==> config.mk <==
export PLATFORM = sky130hd
export DESIGN_NAME = servo_bus_packet_framer
export DESIGN_NICKNAME = d
export VERILOG_FILES = /design/src/rtl/sbpf_pkg.sv /design/src/rtl/sbpf_seq.sv /design/src/rtl/servo_bus_packet_framer.sv
export SDC_FILE = /design/constraint.sdc
export NUM_CORES = 1
export LEC_CHECK = 0
export ABC_AREA = 1
export BUFFER_PORTS_ARGS = -buffer_cell sky130_fd_sc_hd__buf_2
export CAP_MARGIN = 20
export CELL_PAD_IN_SITES_DETAIL_PLACEMENT = 2
export CELL_PAD_IN_SITES_GLOBAL_PLACEMENT = 2
export CORE_ASPECT_RATIO = 0.6
export CORE_UTILIZATION = 34
export DETAILED_ROUTE_END_ITERATION = 10
export PLACE_DENSITY_LB_ADDON = 0.1
export SYNTH_ARGS = -nofsm -noshare
export SYNTH_HDL_FRONTEND = slang
export SYNTH_SLANG_ARGS = --single-unit
==> constraint.sdc <==
create_clock -name clk -period 3.5 [get_ports clk]
set_input_delay 0.175 -clock clk [delete_from_list [all_inputs] [get_ports clk]]
set_output_delay 0.175 -clock clk [all_outputs]
set_load 0.02 [all_outputs]
==> src/rtl/sbpf_pkg.sv <==
// Shared types, constants and the microcode ROM of the servo bus packet framer.
// Used by the sequencer, the top level and the checker; no dependencies.
`timescale 1ns / 1ps
`default_nettype none

package sbpf_pkg;

  localparam int MAX_MOTORS_DEF = 16;
  localparam int COUNT_W        = 5;
  localparam int PC_W           = 6;

  localparam logic [15:0] CRC_POLY       = 16'h8005;
  localparam logic [15:0] SYNC_LEN_BASE  = 16'd7;
  localparam logic [15:0] SYNC_ENTRY_LEN = 16'd5;

  localparam logic [7:0] HDR_FF        = 8'hFF;
  localparam logic [7:0] HDR_FD        = 8'hFD;
  localparam logic [7:0] LEN_TORQUE    = 8'h06;
  localparam logic [7:0] LEN_GOAL      = 8'h09;
  localparam logic [7:0] INST_WRITE    = 8'h03;
  localparam logic [7:0] INST_SYNC     = 8'h83;
  localparam logic [7:0] ADDR_TORQUE   = 8'h40;
  localparam logic [7:0] ADDR_GOAL     = 8'h74;
  localparam logic [7:0] BCAST_ID      = 8'hFE;
  localparam logic [7:0] DATA_LEN      = 8'h04;
  localparam logic [7:0] TORQUE_ENABLE = 8'h01;

  localparam logic [PC_W-1:0] PC_TORQUE     = 6'd0;
  localparam logic [PC_W-1:0] PC_GOAL       = 6'd13;
  localparam logic [PC_W-1:0] PC_SYNC_HEAD  = 6'd29;
  localparam logic [PC_W-1:0] PC_SYNC_ENTRY = 6'd41;

  typedef enum logic [1:0] {
    OP_TORQUE = 2'd0,
    OP_GOAL   = 2'd1,
    OP_SYNC   = 2'd2
  } op_t;

  typedef enum logic [3:0] {
    SRC_CONST,
    SRC_ID,
    SRC_LENL,
    SRC_LENH,
    SRC_POS0,
    SRC_POS1,
    SRC_POS2,
    SRC_POS3,
    SRC_ENTID,
    SRC_CRCL,
    SRC_CRCH
  } src_t;

  typedef struct packed {
    src_t       src;
    logic [7:0] konst;
    logic       crc_clear;
    logic       crc_upd;
    logic       pkt_end;
    logic       fin;
    logic       fin_nl;
  } ctrl_t;

  typedef struct packed {
    logic  busy;
    logic  fire;
    logic  run_end;
    ctrl_t ctrl;
  } step_t;

  typedef logic [15:0] crc_tab_t [256];

  function automatic crc_tab_t crc_lut_gen();
    crc_tab_t    t;
    logic [15:0] c;
    for (int i = 0; i < 256; i++) begin
      c = 16'(i) << 8;
      for (int k = 0; k < 8; k++) begin
        c = c[15] ? ((c << 1) ^ CRC_POLY) : (c << 1);
      end
      t[i] = c;
    end
    return t;
  endfunction

  localparam crc_tab_t CRC_LUT = crc_lut_gen();

  function automatic ctrl_t mk(src_t s, logic [7:0] k, logic clr, logic pend, logic fin,
                               logic fnl);
    ctrl_t w;
    w.src       = s;
    w.konst     = k;
    w.crc_clear = clr;
    w.crc_upd   = !(s == SRC_CRCL || s == SRC_CRCH);
    w.pkt_end   = pend;
    w.fin       = fin;
    w.fin_nl    = fnl;
    return w;
  endfunction

  function automatic ctrl_t kb(logic [7:0] k);
    return mk(SRC_CONST, k, 1'b0, 1'b0, 1'b0, 1'b0);
  endfunction

  function automatic ctrl_t sb(src_t s);
    return mk(s, 8'h00, 1'b0, 1'b0, 1'b0, 1'b0);
  endfunction

  function automatic ctrl_t rom(logic [PC_W-1:0] pc);
    ctrl_t w;
    case (pc)
      // torque enable write
      6'd0:    w = mk(SRC_CONST, HDR_FF, 1'b1, 1'b0, 1'b0, 1'b0);
      6'd1:    w = kb(HDR_FF);
      6'd2:    w = kb(HDR_FD);
      6'd3:    w = kb(8'h00);
      6'd4:    w = sb(SRC_ID);
      6'd5:    w = kb(LEN_TORQUE);
      6'd6:    w = kb(8'h00);
      6'd7:    w = kb(INST_WRITE);
      6'd8:    w = kb(ADDR_TORQUE);
      6'd9:    w = kb(8'h00);
      6'd10:   w = kb(TORQUE_ENABLE);
      6'd11:   w = sb(SRC_CRCL);
      6'd12:   w = mk(SRC_CRCH, 8'h00, 1'b0, 1'b1, 1'b1, 1'b0);
      // goal position write
      6'd13:   w = mk(SRC_CONST, HDR_FF, 1'b1, 1'b0, 1'b0, 1'b0);
      6'd14:   w = kb(HDR_FF);
      6'd15:   w = kb(HDR_FD);
      6'd16:   w = kb(8'h00);
      6'd17:   w = sb(SRC_ID);
      6'd18:   w = kb(LEN_GOAL);
      6'd19:   w = kb(8'h00);
      6'd20:   w = kb(INST_WRITE);
      6'd21:   w = kb(ADDR_GOAL);
      6'd22:   w = kb(8'h00);
      6'd23:   w = sb(SRC_POS0);
      6'd24:   w = sb(SRC_POS1);
      6'd25:   w = sb(SRC_POS2);
      6'd26:   w = sb(SRC_POS3);
      6'd27:   w = sb(SRC_CRCL);
      6'd28:   w = mk(SRC_CRCH, 8'h00, 1'b0, 1'b1, 1'b1, 1'b0);
      // sync write header
      6'd29:   w = mk(SRC_CONST, HDR_FF, 1'b1, 1'b0, 1'b0, 1'b0);
      6'd30:   w = kb(HDR_FF);
      6'd31:   w = kb(HDR_FD);
      6'd32:   w = kb(8'h00);
      6'd33:   w = kb(BCAST_ID);
      6'd34:   w = sb(SRC_LENL);
      6'd35:   w = sb(SRC_LENH);
      6'd36:   w = kb(INST_SYNC);
      6'd37:   w = kb(ADDR_GOAL);
      6'd38:   w = kb(8'h00);
      6'd39:   w = kb(DATA_LEN);
      6'd40:   w = kb(8'h00);
      // sync write entry, then close on the last one
      6'd41:   w = sb(SRC_ENTID);
      6'd42:   w = sb(SRC_POS0);
      6'd43:   w = sb(SRC_POS1);
      6'd44:   w = sb(SRC_POS2);
      6'd45:   w = mk(SRC_POS3, 8'h00, 1'b0, 1'b0, 1'b0, 1'b1);
      6'd46:   w = sb(SRC_CRCL);
      6'd47:   w = mk(SRC_CRCH, 8'h00, 1'b0, 1'b1, 1'b1, 1'b0);
      default: w = mk(SRC_CONST, 8'h00, 1'b0, 1'b0, 1'b1, 1'b0);
    endcase
    return w;
  endfunction

endpackage

`default_nettype wire

==> src/rtl/sbpf_seq.sv <==
// Microcode sequencer of the servo bus packet framer: step counter, ROM, branches.
// Depends on sbpf_pkg.
`timescale 1ns / 1ps
`default_nettype none

module sbpf_seq (
  input  wire                 clk,
  input  wire                 rst,
  input  wire                 start,
  input  wire [1:0]           in_op,
  input  wire                 sync_open,
  input  wire                 out_free,
  input  wire                 last_entry,
  output sbpf_pkg::step_t     st
);

  logic                         busy;
  logic [sbpf_pkg::PC_W-1:0]    pc;
  logic [sbpf_pkg::PC_W-1:0]    entry_pc;
  sbpf_pkg::ctrl_t              ctrl;
  logic                         fire;
  logic                         done;

  always_comb begin
    ctrl = sbpf_pkg::rom(pc);
    fire = busy & out_free;
    done = ctrl.fin | (ctrl.fin_nl & ~last_entry);
    case (in_op)
      sbpf_pkg::OP_TORQUE: entry_pc = sbpf_pkg::PC_TORQUE;
      sbpf_pkg::OP_GOAL:   entry_pc = sbpf_pkg::PC_GOAL;
      default:             entry_pc = sync_open ? sbpf_pkg::PC_SYNC_ENTRY
                                                : sbpf_pkg::PC_SYNC_HEAD;
    endcase
    st.busy    = busy;
    st.fire    = fire;
    st.run_end = done;
    st.ctrl    = ctrl;
  end

  always_ff @(posedge clk) begin
    if (rst) begin
      busy <= 1'b0;
      pc   <= '0;
    end else if (start) begin
      busy <= 1'b1;
      pc   <= entry_pc;
    end else if (fire) begin
      if (done) begin
        busy <= 1'b0;
      end else begin
        pc <= pc + sbpf_pkg::PC_W'(1);
      end
    end
  end

endmodule

`default_nettype wire

==> src/rtl/servo_bus_packet_framer.sv <==
// Servo bus instruction packet framer: top level with the byte datapath and CRC.
// Depends on sbpf_pkg and sbpf_seq.
//
// Use: one item on the s_axis channel (operation, motor id, goal position) turns
// into a burst of packet bytes on m_axis, one byte per item there. tlast marks
// the last byte caused by an input item, tuser marks the CRC high byte that
// ends a packet. The user must write the motor count for sync writes through
// cfg_we and cfg_wdata only while the block is idle; the block does not enforce
// this. An operation code of 3 is taken and dropped. An item loads the
// sequencer's pc; its first byte then enters the output register. Torque enable
// yields 13 bytes, a goal position 16, a sync-write entry 5 to 19. The microcode
// step counter emits one byte per cycle; when the receiver stalls, the output
// register holds its byte and the sequencer waits. s_axis_tready is low while a
// burst is being sent. Reset clears the CRC, closes any sync write, sets the
// motor count to 1 and empties the output register.
`timescale 1ns / 1ps
`default_nettype none

module servo_bus_packet_framer #(
  parameter int MAX_MOTORS = sbpf_pkg::MAX_MOTORS_DEF
) (
  input  wire                          clk,
  input  wire                          rst,
  input  wire                          s_axis_tvalid,
  output logic                         s_axis_tready,
  input  wire [47:0]                   s_axis_tdata,  // operation, target_id, goal_position
  output logic                         m_axis_tvalid,
  input  wire                          m_axis_tready,
  output logic [7:0]                   m_axis_tdata,  // out_byte
  output logic                         m_axis_tlast,  // run_end
  output logic                         m_axis_tuser,  // packet_end
  input  wire                          cfg_we,
  input  wire [sbpf_pkg::COUNT_W-1:0]  cfg_wdata
);

  localparam int CNT_W = $clog2(MAX_MOTORS + 1);

  logic [sbpf_pkg::COUNT_W-1:0] motor_count;
  logic [7:0]                   item_id;
  logic [31:0]                  item_pos;
  logic [15:0]                  crc;
  logic [CNT_W-1:0]             entry_index;

  logic [1:0]                   in_op;
  logic                         accept;
  logic                         op_single;
  logic                         start;
  logic [31:0]                  cnt_wide;
  logic [CNT_W-1:0]             cnt_eff;
  logic [15:0]                  sync_len;
  logic                         last_entry;
  logic                         out_free;
  logic [7:0]                   byte_val;
  logic [15:0]                  crc_base;
  logic [15:0]                  crc_next;
  sbpf_pkg::step_t              st;

  assign in_op     = s_axis_tdata[1:0];
  assign accept    = s_axis_tvalid & s_axis_tready;
  assign op_single = (in_op == sbpf_pkg::OP_TORQUE) || (in_op == sbpf_pkg::OP_GOAL);
  assign start     = accept & (op_single || in_op == sbpf_pkg::OP_SYNC);
  assign out_free  = ~m_axis_tvalid | m_axis_tready;
  assign s_axis_tready = ~st.busy;

  always_comb begin
    if (motor_count == '0) begin
      cnt_wide = 32'd1;
    end else if (32'(motor_count) > 32'(MAX_MOTORS)) begin
      cnt_wide = 32'(MAX_MOTORS);
    end else begin
      cnt_wide = 32'(motor_count);
    end
    cnt_eff    = cnt_wide[CNT_W-1:0];
    sync_len   = sbpf_pkg::SYNC_LEN_BASE + sbpf_pkg::SYNC_ENTRY_LEN * 16'(cnt_eff);
    last_entry = ({1'b0, entry_index} + (CNT_W + 1)'(1)) >= {1'b0, cnt_eff};
  end

  sbpf_seq u_seq (
    .clk        (clk),
    .rst        (rst),
    .start      (start),
    .in_op      (in_op),
    .sync_open  (entry_index != '0),
    .out_free   (out_free),
    .last_entry (last_entry),
    .st         (st)
  );

  always_comb begin
    case (st.ctrl.src)
      sbpf_pkg::SRC_CONST: byte_val = st.ctrl.konst;
      sbpf_pkg::SRC_ID:    byte_val = item_id;
      sbpf_pkg::SRC_LENL:  byte_val = sync_len[7:0];
      sbpf_pkg::SRC_LENH:  byte_val = sync_len[15:8];
      sbpf_pkg::SRC_POS0:  byte_val = item_pos[7:0];
      sbpf_pkg::SRC_POS1:  byte_val = item_pos[15:8];
      sbpf_pkg::SRC_POS2:  byte_val = item_pos[23:16];
      sbpf_pkg::SRC_POS3:  byte_val = item_pos[31:24];
      sbpf_pkg::SRC_ENTID: byte_val = 8'(entry_index) + 8'd1;
      sbpf_pkg::SRC_CRCL:  byte_val = crc[7:0];
      sbpf_pkg::SRC_CRCH:  byte_val = crc[15:8];
      default:             byte_val = 8'h00;
    endcase
    crc_base = st.ctrl.crc_clear ? 16'h0000 : crc;
    crc_next = {crc_base[7:0], 8'h00} ^ sbpf_pkg::CRC_LUT[crc_base[15:8] ^ byte_val];
  end

  always_ff @(posedge clk) begin
    if (rst) begin
      motor_count <= sbpf_pkg::COUNT_W'(1);
    end else if (cfg_we) begin
      motor_count <= cfg_wdata;
    end
  end

  always_ff @(posedge clk) begin
    if (accept) begin
      item_id  <= s_axis_tdata[9:2];
      item_pos <= s_axis_tdata[41:10];
    end
  end

  always_ff @(posedge clk) begin
    if (rst) begin
      crc         <= '0;
      entry_index <= '0;
    end else begin
      if (st.fire && st.ctrl.crc_upd) begin
        crc <= crc_next;
      end
      if (accept && op_single) begin
        entry_index <= '0;
      end else if (st.fire && st.ctrl.fin_nl) begin
        entry_index <= last_entry ? '0 : entry_index + CNT_W'(1);
      end
    end
  end

  always_ff @(posedge clk) begin
    if (rst) begin
      m_axis_tvalid <= 1'b0;
    end else if (st.fire) begin
      m_axis_tvalid <= 1'b1;
    end else if (m_axis_tready) begin
      m_axis_tvalid <= 1'b0;
    end
  end

  always_ff @(posedge clk) begin
    if (st.fire) begin
      m_axis_tdata <= byte_val;
      m_axis_tlast <= st.run_end;
      m_axis_tuser <= st.ctrl.pkt_end;
    end
  end

endmodule

`default_nettype wire

==> impl_metrics.csv <==
group,metric,value,unit
clock_tree,cts.htree.levels,3,
yosys,synth_top_area_share,25.4,%
yosys,postSynth.asyncResetShare,0,%
status,outcome,"finished, final reports clean",
setup_path,crit_path_max_fanout,6,
power_and_ir_drop,power_density,565,mW/mm2
place,pre_cts_ws,-0.126,ns
finish,final_cells,1129,
sta,max_slew_margin,34.9,%
place,dpl.hpwl,17.0,mm
sta,clock.fmax,297,MHz
sta,hold_viol_final,0,
yosys,syn_inst,765,
global_routing,antenna_found_initial,0,
global_routing,grt_max_degree,41,
floorplan,dieWidth,172,um
route,first_pass_iters,4,
clock_tree,clkLatencyLatePin,0.36,ns
floorplan,die_y,104,um
yosys,synth_fp_nets,853,
yosys,synth_seq_area_share,42.3,%
finish,regArea,0.00251,mm2
yosys,synth_area_leaders,"edfxtp_1 (25%), dfxtp_1 (17%), nand2_1 (14%)",
sta,whs,0.00761,ns
global_routing,grt_first_pass_wirelength,35.7,mm
clock_tree,numCtsBuffers,9,
worst_hold_path,hold_class,"in2reg",
route,drt-total-wl,24.0,mm
global_routing,grtUsageTotal,26.7,%
power_and_ir_drop,ir_worst_vdd,245,uV
setup_path,path_cells,"buf_4, nand4_1, nand2_1, inv_1, ha_1, a21o_1, nand3_1, nand2_1, inv_2, nand4_4, nand3_4, nand3_1, nand3_2, inv_2, ha_2, inv_1, ha_2, nand2_2, o21ai_4, nand2_2, o211ai_1",
yosys,synth_edf_count,50,
yosys,ys_types,46,
clock_tree,cts.sinks,100,
setup_path,crit_type,"reg2reg",
sta,skew,0.0135,ns
sta,tightestPinTransition,0.973,ns
clock_tree,cts_root_buffer,"clkbuf_16",
sta,setup-violations-final,0,
flow_run,drv_cap,0,
yosys,avgSynthCellArea,7.73,um2
sta,setup_slack,0.136,ns
yosys,syn-cell-area,0.00592,mm2
finish,area_growth,27.1,%
power_and_ir_drop,power.leakage,0.00353,uW
finish,fillers,1871,
route,drc,0,
setup_path,worstSetupStartpointType,"flop",
yosys,synthFlopType,"edfxtp_1",
place,place.gp.congestion,0.862,
yosys,synth_area_leader_cell,"edfxtp_1",
global_routing,grt_pass1_vias,6424,
setup_path,slowest_stage,"dfxtp_1",
yosys,ys_warn_count,0,
floorplan,row_count,36,
sta,finalCritPeriodShare,96.1,%
finish,drive_gt1_share,22.3,%
route,routedWlPerCell,21.2,um
floorplan,die_area,0.0180,mm2
route,vias,5843,
route,via_per_inst,5.18,
route,drt_iter0_drc,355,
setup_path,crit_arrival,3.62,ns
finish,multi_input_area,0.00312,mm2
yosys,ys_ff_latch,100,
finish,diodes,0,
floorplan,io_pins,70,
place,io_buffers,63,
place,post-place-cells,1067,
setup_path,critPathTopFamily,"simple AND/OR/NAND/NOR gates",
setup_path,slowest_delay,0.36,ns
global_routing,gr-total-overflow,0,
setup_path,worst_setup_path_end_kind,"flop",
finish,mostFrequentLayoutCell,"nand2_1",
route,ant_nets,0,
floorplan,fp.coreArea,0.0166,mm2
sta,drv_slew,0,
finish,layout_common_cells,"nand2_1 (205), inv_1 (91), nand3_1 (78), buf_2 (63), nor2_1 (54)",
setup_path,required,3.76,ns
floorplan,initial_utilization,35.6,%
sta,fin_crit,3.36,ns
finish,fin_util,45.2,%
clock_tree,cts_tree,"done",
clock_tree,clkTransAtPathRegs,0.08,ns
setup_path,path_buf_inv,5,
clock_tree,clock_path_buffers,2,
finish,layout.nets,984,
-- sequential cells by signal, summed over array words and instances (netlist names) --
signal         count
crc               16
entry_index        5
item_id            8
item_pos          32
m_axis_tdata       8
m_axis_tlast       1
m_axis_tuser       1
m_axis_tvalid      1
motor_count        5
u_seq.busy         1
u_seq.ctrl        16
u_seq.pc           6
-- timing repair --
item,CTS,global route
endpoints found under the setup margin,5,13
cloned,0,0
hold buffers,35,1
buffers inserted,0,10
pin swaps,0,14
gates resized for setup,7,47
hold endpoints to repair,35,1
-- cell type report --
type                    count  share of cell area, %
inverters                 102                   5.09
flip-flops and latches    100                   33.4
well taps                 228                   3.79
clock inverters             7                  0.948
multi-input cells         551                   41.5
repair buffers            132                   12.3
clock buffers               9                   3.00
-- path summary, 6_finish.rpt --
kind	startpoint	to	slack (ns)	cells after the start
worst max register to register	entry_index[0]$_SDFFE_PP0P_	u_seq.ctrl[7]$_DFF_P_	0.14	21
worst max-delay path	entry_index[0]$_SDFFE_PP0P_	u_seq.ctrl[7]$_DFF_P_	0.14	21
worst min register to register	u_seq.ctrl[2]$_DFF_P_	m_axis_tuser$_DFFE_PP_	0.41	0
worst min-delay path	s_axis_tdata[27]	item_pos[17]$_DFFE_PP_	0.008	1
-- Yosys cell counts, types with 2 or more instances --
cell type  instances
nand4_1           16
nand3b_1           2
buf_2              2
edfxtp_1          50
a31oi_1            2
buf_6              4
a211oi_1           5
inv_1             95
xnor2_1            3
o21ai_0           24
nor2_2            10
o21ai_2            3
a22oi_1            2
ha_1              29
nand3_2            5
o21ai_1            8
o22ai_1            2
nand2_1          215
inv_2              6
nand3_4            2
a21oi_1           30
clkbuf_1           6
xor2_1             8
dfxtp_1           50
nor2_4             5
o211ai_1           5
nand3_1           83
o21bai_1           2
nand2_2           13
nand2_4            3
nor2_1            60
-- worst register-to-register path, cell delays in order, from the launching register on --
cell and delay [ns]:
dfxtp_1 0.36, buf_4 0.17, nand4_1 0.08, nand2_1 0.11
inv_1 0.08, ha_1 0.34, a21o_1 0.20, nand3_1 0.09
nand2_1 0.08, inv_2 0.09, nand4_4 0.12, nand3_4 0.14
nand3_1 0.13, nand3_2 0.14, inv_2 0.06, ha_2 0.21
inv_1 0.08, ha_2 0.22, nand2_2 0.11, o21ai_4 0.21
nand2_2 0.10, o211ai_1 0.14
-- report_power, final --
group	leakage [uW]	switching [uW]	internal, uW
clock network	0.000147	503	561
registers	0.000894	81.7	1380
logic	0.00249	1130	598
total	0.00353	1710	2540
-- per-stage QoR --
stage	total power, uW	instance area (um2)	setup TNS, ns
after floorplan	2460	5920	0
after global placement	2900	6610	0
after detailed placement	3000	6610	-0.170
after CTS	4090	7270	-0.0290
after global routing	4480	7520	-0.503
final	4250	7520	0
-- metal layers --
layer	vias to the layer above	track usage (%)	share of wire, %
met4	0	5.88	1.2
met5	-	0	0
met3	23	4.41	5.4
met1	2928	36.7	46
li1	2774	-	-
met2	118	43.7	48
-- logic make-up (layout without fill, tap and decap cells) --
kind of cell,count (synthesis),count (layout),share of synthesized area [%]
xor gates and xnor gates,12,12,1.90
buffers and inverters,114,250,7.78
other,1,1,0.0634
adders and majority gates,30,30,6.47
and+or+nand+nor,419,419,32.8
DFF,100,100,42.3
AOI/OAI and AO/OA,89,89,8.69
Power figures use the tool's default switching activity.
